$ cat src/rtl/core/rfpu_pkg.sv
// Shared types, register codes and sample decode function for the raw frame pixel unpacker.
package rfpu_pkg;

    localparam int SAMPLE_W   = 16;
    localparam int DEPTH_W    = 5;
    localparam int PPF_W      = 25;
    localparam int CFG_IDX_W  = 3;
    localparam int CFG_DATA_W = 25;
    localparam int PROD_W     = 32;
    localparam int SUM_W      = 33;

    // Q0.16 luma weights for .299 / .587 / .114
    localparam logic [15:0] W_RED   = 16'd19595;
    localparam logic [15:0] W_GREEN = 16'd38470;
    localparam logic [15:0] W_BLUE  = 16'd7471;

    typedef enum logic [CFG_IDX_W-1:0] {
        CFG_THREE_PLANES = 3'd0,
        CFG_PIXEL_DEPTH  = 3'd1,
        CFG_CAMERA_BITS  = 3'd2,
        CFG_GREY_RGB     = 3'd3,
        CFG_BGR_ORDER    = 3'd4,
        CFG_PIX_PER_FRM  = 3'd5
    } t_cfg_idx;

    typedef struct packed {
        logic               three_planes;
        logic [DEPTH_W-1:0] pixel_depth;
        logic [DEPTH_W-1:0] camera_bits;
        logic               grey_from_rgb;
        logic               bgr_order;
        logic [PPF_W-1:0]   pixels_per_frame;
    } t_cfg;

    // One complete pixel's raw samples, handed from gather to conversion
    typedef struct packed {
        logic [SAMPLE_W-1:0] raw0;
        logic [SAMPLE_W-1:0] raw1;
        logic [SAMPLE_W-1:0] raw2;
        logic                luma;
        logic                last;
    } t_job;

    // Mask narrow samples to 8 bits, shift wide samples down to camera bits
    function automatic logic [SAMPLE_W-1:0] decode_sample(
        input logic [SAMPLE_W-1:0] raw,
        input logic [DEPTH_W-1:0]  depth,
        input logic [DEPTH_W-1:0]  cam
    );
        logic [DEPTH_W-1:0]  cb;
        logic [DEPTH_W-1:0]  sh;
        logic [SAMPLE_W-1:0] res;
        cb = (cam == '0) ? depth : cam;
        sh = depth - cb;
        if (depth <= DEPTH_W'(8)) begin
            res = {8'd0, raw[7:0]};
        end else if (depth <= cb) begin
            res = raw;
        end else if (sh >= DEPTH_W'(16)) begin
            res = '0;
        end else begin
            res = raw >> sh[3:0];
        end
        return res;
    endfunction

endpackage

$ cat src/rtl/core/rfpu_if.sv
// Handshake channel interfaces: sample input, pixel output and register write.
interface rfpu_sample_if;
    logic        valid;
    logic        ready;
    logic [15:0] sample;
    modport source (output valid, output sample, input ready);
    modport sink   (input valid, input sample, output ready);
endinterface

interface rfpu_pixel_if;
    logic        valid;
    logic        ready;
    logic [15:0] pixel;
    logic        last_in_frame;
    modport source (output valid, output pixel, output last_in_frame, input ready);
    modport sink   (input valid, input pixel, input last_in_frame, output ready);
endinterface

interface rfpu_cfg_if;
    logic        valid;
    logic        ready;
    logic [2:0]  index;
    logic [24:0] data;
    modport source (output valid, output index, output data, input ready);
    modport sink   (input valid, input index, input data, output ready);
endinterface

$ cat src/rtl/core/rfpu_cfg.sv
// Configuration register file with index decode.
module rfpu_cfg
    import rfpu_pkg::*;
(
    input  logic                  i_clk,
    input  logic                  i_rst_n,
    input  logic                  i_wr_valid,
    input  logic [CFG_IDX_W-1:0]  i_wr_index,
    input  logic [CFG_DATA_W-1:0] i_wr_data,
    output logic                  o_wr_ready,
    output t_cfg                  o_cfg
);

    t_cfg r_cfg;
    t_cfg n_cfg;

    assign o_wr_ready = 1'b1;
    assign o_cfg      = r_cfg;

    always_comb begin
        n_cfg = r_cfg;
        if (i_wr_valid) begin
            unique case (t_cfg_idx'(i_wr_index))
                CFG_THREE_PLANES: n_cfg.three_planes     = i_wr_data[0];
                CFG_PIXEL_DEPTH:  n_cfg.pixel_depth      = i_wr_data[DEPTH_W-1:0];
                CFG_CAMERA_BITS:  n_cfg.camera_bits      = i_wr_data[DEPTH_W-1:0];
                CFG_GREY_RGB:     n_cfg.grey_from_rgb    = i_wr_data[0];
                CFG_BGR_ORDER:    n_cfg.bgr_order        = i_wr_data[0];
                CFG_PIX_PER_FRM:  n_cfg.pixels_per_frame = i_wr_data[PPF_W-1:0];
                default:          n_cfg                  = r_cfg;
            endcase
        end
    end

    always_ff @(posedge i_clk) begin
        if (!i_rst_n) begin
            r_cfg.three_planes     <= 1'b0;
            r_cfg.pixel_depth      <= DEPTH_W'(8);
            r_cfg.camera_bits      <= '0;
            r_cfg.grey_from_rgb    <= 1'b0;
            r_cfg.bgr_order        <= 1'b0;
            r_cfg.pixels_per_frame <= PPF_W'(1);
        end else begin
            r_cfg <= n_cfg;
        end
    end

endmodule

$ cat src/rtl/core/rfpu_gather.sv
// Input register stage: plane gathering, sample holds and frame pixel counter.
module rfpu_gather
    import rfpu_pkg::*;
#(
    parameter int PIXEL_COUNT_BITS = 25
) (
    input  logic                i_clk,
    input  logic                i_rst_n,
    input  t_cfg                i_cfg,
    input  logic                i_valid,
    input  logic [SAMPLE_W-1:0] i_sample,
    output logic                o_ready,
    output logic                o_job_valid,
    output t_job                o_job,
    input  logic                i_job_ready
);

    localparam int CMP_W = (PIXEL_COUNT_BITS > PPF_W) ? PIXEL_COUNT_BITS : PPF_W;

    logic [1:0]                  r_plane;
    logic [1:0]                  n_plane;
    logic [SAMPLE_W-1:0]         r_hold0;
    logic [SAMPLE_W-1:0]         r_hold1;
    logic [PIXEL_COUNT_BITS-1:0] r_count;
    logic [PIXEL_COUNT_BITS-1:0] n_count;
    logic                        r_vld;
    t_job                        r_job;
    t_job                        n_job;
    logic                        accept;
    logic                        emit;
    logic [PPF_W-1:0]            ppf_eff;
    logic                        at_last;

    assign o_ready     = !r_vld || i_job_ready;
    assign accept      = i_valid && o_ready;
    assign o_job_valid = r_vld;
    assign o_job       = r_job;

    // Zero pixels per frame counts as one
    assign ppf_eff = (i_cfg.pixels_per_frame == '0) ? PPF_W'(1) : i_cfg.pixels_per_frame;
    assign at_last = (CMP_W'(r_count) == CMP_W'(ppf_eff - PPF_W'(1)));
    assign n_count = at_last ? '0 : r_count + PIXEL_COUNT_BITS'(1);

    always_comb begin
        emit       = 1'b0;
        n_plane    = r_plane;
        n_job.raw0 = i_sample;
        n_job.raw1 = r_hold1;
        n_job.raw2 = i_sample;
        n_job.luma = 1'b0;
        n_job.last = at_last;
        if (!i_cfg.three_planes) begin
            emit    = 1'b1;
            n_plane = 2'd0;
        end else if (r_plane == 2'd0) begin
            n_plane = 2'd1;
        end else if (r_plane == 2'd1) begin
            n_plane = 2'd2;
        end else begin
            emit       = 1'b1;
            n_plane    = 2'd0;
            n_job.raw0 = r_hold0;
            n_job.luma = i_cfg.grey_from_rgb;
        end
    end

    always_ff @(posedge i_clk) begin
        if (!i_rst_n) begin
            r_plane <= '0;
            r_hold0 <= '0;
            r_hold1 <= '0;
            r_count <= '0;
            r_vld   <= 1'b0;
        end else begin
            if (accept && emit) begin
                r_vld <= 1'b1;
            end else if (i_job_ready) begin
                r_vld <= 1'b0;
            end
            if (accept) begin
                r_plane <= n_plane;
                if (i_cfg.three_planes && r_plane == 2'd0) begin
                    r_hold0 <= i_sample;
                end
                if (i_cfg.three_planes && r_plane == 2'd1) begin
                    r_hold1 <= i_sample;
                end
                if (emit) begin
                    r_count <= n_count;
                end
            end
        end
    end

    always_ff @(posedge i_clk) begin
        if (accept && emit) begin
            r_job <= n_job;
        end
    end

endmodule

$ cat src/rtl/core/rfpu_luma.sv
// Decode, luma weighting and sum into the output register.
module rfpu_luma
    import rfpu_pkg::*;
(
    input  logic                i_clk,
    input  logic                i_rst_n,
    input  t_cfg                i_cfg,
    input  logic                i_job_valid,
    input  t_job                i_job,
    output logic                o_job_ready,
    output logic                o_valid,
    output logic [SAMPLE_W-1:0] o_pixel,
    output logic                o_last,
    input  logic                i_ready
);

    logic                r_vld;
    logic [SAMPLE_W-1:0] r_pixel;
    logic                r_last;
    logic                ready;
    logic [SAMPLE_W-1:0] p0;
    logic [SAMPLE_W-1:0] p1;
    logic [SAMPLE_W-1:0] p2;
    logic [SAMPLE_W-1:0] red;
    logic [SAMPLE_W-1:0] blue;
    logic [PROD_W-1:0]   prod_r;
    logic [PROD_W-1:0]   prod_g;
    logic [PROD_W-1:0]   prod_b;
    logic [SUM_W-1:0]    sum;
    logic [SAMPLE_W-1:0] n_pixel;

    assign ready       = !r_vld || i_ready;
    assign o_job_ready = ready;
    assign o_valid     = r_vld;
    assign o_pixel     = r_pixel;
    assign o_last      = r_last;

    assign p0   = decode_sample(i_job.raw0, i_cfg.pixel_depth, i_cfg.camera_bits);
    assign p1   = decode_sample(i_job.raw1, i_cfg.pixel_depth, i_cfg.camera_bits);
    assign p2   = decode_sample(i_job.raw2, i_cfg.pixel_depth, i_cfg.camera_bits);
    assign red  = i_cfg.bgr_order ? p2 : p0;
    assign blue = i_cfg.bgr_order ? p0 : p2;

    assign prod_r  = red * W_RED;
    assign prod_g  = p1 * W_GREEN;
    assign prod_b  = blue * W_BLUE;
    assign sum     = SUM_W'(prod_r) + SUM_W'(prod_g) + SUM_W'(prod_b);
    assign n_pixel = i_job.luma ? sum[SAMPLE_W+15:16] : p0;

    always_ff @(posedge i_clk) begin
        if (!i_rst_n) begin
            r_vld <= 1'b0;
        end else if (ready) begin
            r_vld <= i_job_valid;
        end
    end

    always_ff @(posedge i_clk) begin
        if (ready && i_job_valid) begin
            r_pixel <= n_pixel;
            r_last  <= i_job.last;
        end
    end

endmodule

$ cat src/rtl/core/raw_frame_pixel_unpacker_top.sv
// Top level of the raw frame pixel unpacker: channels, config registers, pipeline.
//
// Usage:
//   i_sample_ch  - raw plane samples, one per transfer (valid/ready).
//   o_pixel_ch   - one pixel per transfer with a last_in_frame flag.
//   i_cfg_ch     - register writes (index, data); always ready, write only
//                  while the pipeline is empty.
// In mono mode every sample makes a pixel; in three-plane mode every third
// sample completes a pixel (first plane sample or luma of all three).
// Path: a completing sample's pixel passes the gather register, then the
// output register, before it is on o_pixel_ch and can transfer.
// Throughput: one sample per cycle; the pipeline advances whenever the
// output register is empty or being taken.
// Stall: when the receiver holds ready low, the output register holds its
// pixel and the gather register fills behind it; with two pixels in flight
// i_sample_ch.ready drops until the receiver takes the output.
// Reset (synchronous, active low): empty the pipeline, clear plane index,
// sample holds and pixel counter, and load register defaults (mono, depth 8,
// camera bits 0, one pixel per frame).
module raw_frame_pixel_unpacker_top
    import rfpu_pkg::*;
#(
    parameter int PIXEL_COUNT_BITS = 25
) (
    input  logic         i_clk,
    input  logic         i_rst_n,
    rfpu_sample_if.sink  i_sample_ch,
    rfpu_pixel_if.source o_pixel_ch,
    rfpu_cfg_if.sink     i_cfg_ch
);

    t_cfg cfg;
    t_job job;
    logic job_valid;
    logic job_ready;

    // Register file
    rfpu_cfg u_cfg (
        .i_clk      (i_clk),
        .i_rst_n    (i_rst_n),
        .i_wr_valid (i_cfg_ch.valid),
        .i_wr_index (i_cfg_ch.index),
        .i_wr_data  (i_cfg_ch.data),
        .o_wr_ready (i_cfg_ch.ready),
        .o_cfg      (cfg)
    );

    // Gather planes and count pixels into a job register
    rfpu_gather #(
        .PIXEL_COUNT_BITS (PIXEL_COUNT_BITS)
    ) u_gather (
        .i_clk       (i_clk),
        .i_rst_n     (i_rst_n),
        .i_cfg       (cfg),
        .i_valid     (i_sample_ch.valid),
        .i_sample    (i_sample_ch.sample),
        .o_ready     (i_sample_ch.ready),
        .o_job_valid (job_valid),
        .o_job       (job),
        .i_job_ready (job_ready)
    );

    // Decode, weight and sum into the output register
    rfpu_luma u_luma (
        .i_clk       (i_clk),
        .i_rst_n     (i_rst_n),
        .i_cfg       (cfg),
        .i_job_valid (job_valid),
        .i_job       (job),
        .o_job_ready (job_ready),
        .o_valid     (o_pixel_ch.valid),
        .o_pixel     (o_pixel_ch.pixel),
        .o_last      (o_pixel_ch.last_in_frame),
        .i_ready     (o_pixel_ch.ready)
    );

endmodule

$ cat src/flat_wrapper.sv
// flat-port wrapper written by rule: the top's interface ports become plain ports
module raw_frame_pixel_unpacker_top_flat import rfpu_pkg::*;
#(
    parameter int PIXEL_COUNT_BITS = 25
)
  (i_clk, i_rst_n, i_sample_ch_valid, i_sample_ch_sample, i_sample_ch_ready, o_pixel_ch_valid, o_pixel_ch_pixel, o_pixel_ch_last_in_frame, o_pixel_ch_ready, i_cfg_ch_valid, i_cfg_ch_index, i_cfg_ch_data, i_cfg_ch_ready);
  rfpu_sample_if i_sample_ch_i ();
  rfpu_pixel_if o_pixel_ch_i ();
  rfpu_cfg_if i_cfg_ch_i ();
  input  logic i_clk;
  input  logic i_rst_n;
  input wire logic [$bits(i_sample_ch_i.valid)-1:0] i_sample_ch_valid;
  input wire logic [$bits(i_sample_ch_i.sample)-1:0] i_sample_ch_sample;
  output wire logic [$bits(i_sample_ch_i.ready)-1:0] i_sample_ch_ready;
  output wire logic [$bits(o_pixel_ch_i.valid)-1:0] o_pixel_ch_valid;
  output wire logic [$bits(o_pixel_ch_i.pixel)-1:0] o_pixel_ch_pixel;
  output wire logic [$bits(o_pixel_ch_i.last_in_frame)-1:0] o_pixel_ch_last_in_frame;
  input wire logic [$bits(o_pixel_ch_i.ready)-1:0] o_pixel_ch_ready;
  input wire logic [$bits(i_cfg_ch_i.valid)-1:0] i_cfg_ch_valid;
  input wire logic [$bits(i_cfg_ch_i.index)-1:0] i_cfg_ch_index;
  input wire logic [$bits(i_cfg_ch_i.data)-1:0] i_cfg_ch_data;
  output wire logic [$bits(i_cfg_ch_i.ready)-1:0] i_cfg_ch_ready;
  assign i_sample_ch_i.valid = i_sample_ch_valid;
  assign i_sample_ch_i.sample = i_sample_ch_sample;
  assign i_sample_ch_ready = i_sample_ch_i.ready;
  assign o_pixel_ch_valid = o_pixel_ch_i.valid;
  assign o_pixel_ch_pixel = o_pixel_ch_i.pixel;
  assign o_pixel_ch_last_in_frame = o_pixel_ch_i.last_in_frame;
  assign o_pixel_ch_i.ready = o_pixel_ch_ready;
  assign i_cfg_ch_i.valid = i_cfg_ch_valid;
  assign i_cfg_ch_i.index = i_cfg_ch_index;
  assign i_cfg_ch_i.data = i_cfg_ch_data;
  assign i_cfg_ch_ready = i_cfg_ch_i.ready;
  raw_frame_pixel_unpacker_top #(.PIXEL_COUNT_BITS(PIXEL_COUNT_BITS)) u_core (.i_clk(i_clk), .i_rst_n(i_rst_n), .i_sample_ch(i_sample_ch_i), .o_pixel_ch(o_pixel_ch_i), .i_cfg_ch(i_cfg_ch_i));
endmodule
$ cat config.mk
export PLATFORM = sky130hd
export DESIGN_NAME = raw_frame_pixel_unpacker_top_flat
export DESIGN_NICKNAME = d
export VERILOG_FILES = /design/src/rtl/core/rfpu_pkg.sv /design/src/rtl/core/rfpu_if.sv /design/src/rtl/core/rfpu_cfg.sv /design/src/rtl/core/rfpu_gather.sv /design/src/rtl/core/rfpu_luma.sv /design/src/rtl/core/raw_frame_pixel_unpacker_top.sv /design/src/flat_wrapper.sv
export SDC_FILE = /design/constraint.sdc
export NUM_CORES = 1
export LEC_CHECK = 0
export BUFFER_PORTS_ARGS = -buffer_cell sky130_fd_sc_hd__buf_2
export CAP_MARGIN = 20
export CELL_PAD_IN_SITES_DETAIL_PLACEMENT = 1
export CELL_PAD_IN_SITES_GLOBAL_PLACEMENT = 1
export CORE_MARGIN = 8
export CORE_UTILIZATION = 47
export CTS_CLUSTER_DIAMETER = 150
export DETAILED_ROUTE_END_ITERATION = 7
export PLACE_DENSITY_LB_ADDON = 0.1
export SETUP_SLACK_MARGIN = 0.5
export SLEW_MARGIN = 25
export SYNTH_ARGS = -nofsm -noshare
export SYNTH_HDL_FRONTEND = slang
export SYNTH_SLANG_ARGS = --single-unit
$ cat constraint.sdc
create_clock -name i_clk -period 12.3 [get_ports i_clk]
set_clock_uncertainty 0.1 [all_clocks]
set_input_delay 0 -clock i_clk [delete_from_list [all_inputs] [get_ports i_clk]]
set_output_delay 0 -clock i_clk [all_outputs]
set_load 0.05 [all_outputs]
==> flow_summary.toml <==
[yosys]
synth_compound_area_frac = 0.0955
synthTopCellsByCount = "inv_1 (474), ha_1 (345), fa_1 (263)"
synth.top_cell.area_share = 0.230
synth-xor-area-share = 0.0414
ys_types = 71
yosysSeqAreaShare = 0.175
syn_area_mm2 = 0.0228
synthCells = 2419
yosysTopAreaCell = "fa_1"
synthTopCellsByArea = "fa_1 (23%), ha_1 (19%), edfxtp_1 (8.8%)"
synth.avg_cell_area_um2 = 9.44
synth-edff-count = 67
ys_ff_latch = 166
ys_warn_count = 0
yosys.area_share.adder = 0.419
yosys-mux-area-fraction = 0.0731
synth_ff_type = "dfxtp_1"
synth_top_family_by_area = "adder cells"
async_flop_share = 0
syn-num-nets = 3076
yosysMostFrequentCell = "inv_1"
yosys.area_share.simple = 0.105

[route]
ant_nets = 0
routed_wl_um = 68800
dr.pass1.iters = 5
vias_per_cell = 5.49
wl_per_cell_um = 21.7
vias = 17400
drc = 0
drt_iter0_markers = 724

[clock_tree]
cts.sinks = 166
clkSlewWorstSetupHoldPaths_ns = 0.08
clk_latency_ns = 0.48
htreeDepth = 4
cts_tree = "yes"
root_buffer = "clkbuf_16"
cts_max_path_buffers = 2
cts_buffers = 17

[global_route]
use_met2 = 0.442
grtUsageMet1 = 0.301
grt_use_met3 = 0.0447
busiest_layer = "met2"
grt_pass1_wl_um = 109000
grt_pass1_vias = 19600
grt_antenna_before_repair = 2
grt_overflow = 0
grt_usage = 0.250
grt_max_degree = 77

[floorplanning]
rows = 80
coreArea_mm2 = 0.0478
start_util = 0.477
io_pins = 69
die_area_mm2 = 0.0559
die_y_um = 236
die_w_um = 236

[critical_path]
critical_path.endpoint_type = "flop"
crit_top_cell = "fa_1"
worstPathArrival_ns = 11.37
cpPeakStageDelay_ns = 0.71
path_class = "reg2reg"
slowest_stage = "xnor2_1"
crit_path_start_kind = "flop"
crit_fanout = 6
worstPathRequired_ns = 12.42

[cells_and_area]
multi_input_area_mm2 = 0.0170
seqCellArea_mm2 = 0.00400
drive_gt1_frac = 0.0921
fillerInstances = 5457
finalInstanceArea_mm2 = 0.0254
syn2layout_area_growth_pct = 11.0
nNetsFinal = 3196

[timing]
hold_viol_final = 0
tns_ns = 0
min_period_ns = 11.25
fmax_ghz = 0.0889
maxSlewHeadroom = 0.304
post-route-period-util = 0.914
setup_viol = 0
worst-slew-pin-transition_ns = 1.04
whs_ns = 0.0557
slew_viol_final = 0
rsz0062_at_grt = "false"

[worst_hold_path]
min-delay-path-class = "in2reg"

[placement]
hpwlAfterDp_um = 57400
portBuffers = 67
place_congestion = 0.937
dpl_cell_area_mm2 = 0.0241

[outcome]
status = "completed"

[job]
drv_cap = 0
## critical path, delay by kind of cell, from the launching register on
kind | cells | cell delay, ns
flip-flops | 1 | 0.33
buffers and inverters | 4 | 0.46
AND/OR/NAND/NOR | 7 | 1.88
multiplexers | 2 | 0.83
AO/OA/AOI/OAI | 10 | 1.94
XOR/XNOR | 2 | 0.87
adder cells (fa/ha/maj) | 10 | 4.53
## what timing repair did
item | in CTS | in global routing
hold endpoints to repair | 106 | 0
endpoints found under the setup margin | 5 | 10
gates resized for setup | 2 | 24
buffers inserted | 0 | 10
gates cloned | 0 | 0
hold buffers | 49 | 0
pin swaps | 0 | 1
## through the flow
step / std cells / util / setup WS [ns]
global placement: 3076 / 0.503 / 0.595
detailed placement: 3076 / 0.503 / 0.224
finish: 3168 / 0.530 / 1.05
global route: 3167 / 0.530 / 0.481
floorplan: 2419 / - / 1.54
CTS: 3157 / 0.526 / 0.511
## final timing paths
| kind | start | to | slack [ns] | depth (start not counted) |
|---|---|---|---|---|
| hold / removal | i_cfg_ch_valid | u_core.u_cfg.o_cfg[31] | 0.06 | 5 |
| setup / recovery | u_core.u_cfg.o_cfg[27] | u_core.u_luma.o_pixel[11] | 1.05 | 35 |
| setup reg to reg | u_core.u_cfg.o_cfg[27] | u_core.u_luma.o_pixel[11] | 1.05 | 35 |
| hold reg to reg | u_core.u_gather.r_hold1[6] | u_core.u_gather.o_job[24] | 0.33 | 0 |
## final cells by class
| cell class | count | share of cell area |
|---|---|---|
| Multi-Input combinational cell | 1709 | 0.669 |
| Sequential cell | 166 | 0.158 |
| Inverter | 475 | 0.0703 |
| Timing Repair Buffer | 170 | 0.0490 |
| Tap cell | 615 | 0.0303 |
| Clock buffer | 20 | 0.0193 |
| Clock inverter | 12 | 0.00400 |
| Antenna cell | 1 | 0.0000987 |
## cells in the final DEF, fill, tap and decap left out, drive strengths merged, types with 7 or more instances in the layout
cell type / n
inv: 482
ha: 345
fa: 263
nand2: 211
buf: 121
nor2: 119
mux2i: 114
dfxtp: 99
a21oi: 78
edfxtp: 67
xor2: 61
a21boi: 59
dlygate4sd3: 49
o21ai: 48
xnor2: 47
nand3: 39
nor2b: 32
mux2: 25
a21o: 24
a31oi: 20
clkbuf: 20
nand4: 18
and3: 18
a211oi: 17
a22o: 16
nor3: 15
nand2b: 14
mux4: 11
a22oi: 11
and2: 8
or2: 8
nor4: 7
## metal layers
layer,vias to the layer above,routed length [um]
li1,8215,-
met1,8766,29600
met2,310,34200
met3,116,2640
met4,0,2340
met5,-,0
## cells by family (layout without fill, tap and decap cells)
| kind of cell | count (synthesis) | in the layout |
|---|---|---|
| compound gates | 325 | 325 |
| xor+xnor | 108 | 108 |
| fa+ha+maj | 608 | 608 |
| buf+inv | 544 | 677 |
| flops | 166 | 166 |
| mux | 150 | 150 |
| other cells | 1 | 2 |
| simple gates | 517 | 517 |
## registers in the layout (all words and copies together) (netlist names)
name / cells
u_core.u_cfg.o_cfg: 38
u_core.u_gather.o_job_valid: 1
u_core.u_luma.o_pixel: 16
u_core.u_luma.o_last: 1
u_core.u_gather.o_job: 50
u_core.u_gather.r_hold0: 16
u_core.u_gather.r_hold1: 16
u_core.u_gather.r_count: 25
u_core.u_gather.r_plane: 2
u_core.u_luma.o_valid: 1
Power is not shown: default switching activity piles up to over one toggle a cycle in this logic, so the estimate is an artifact.
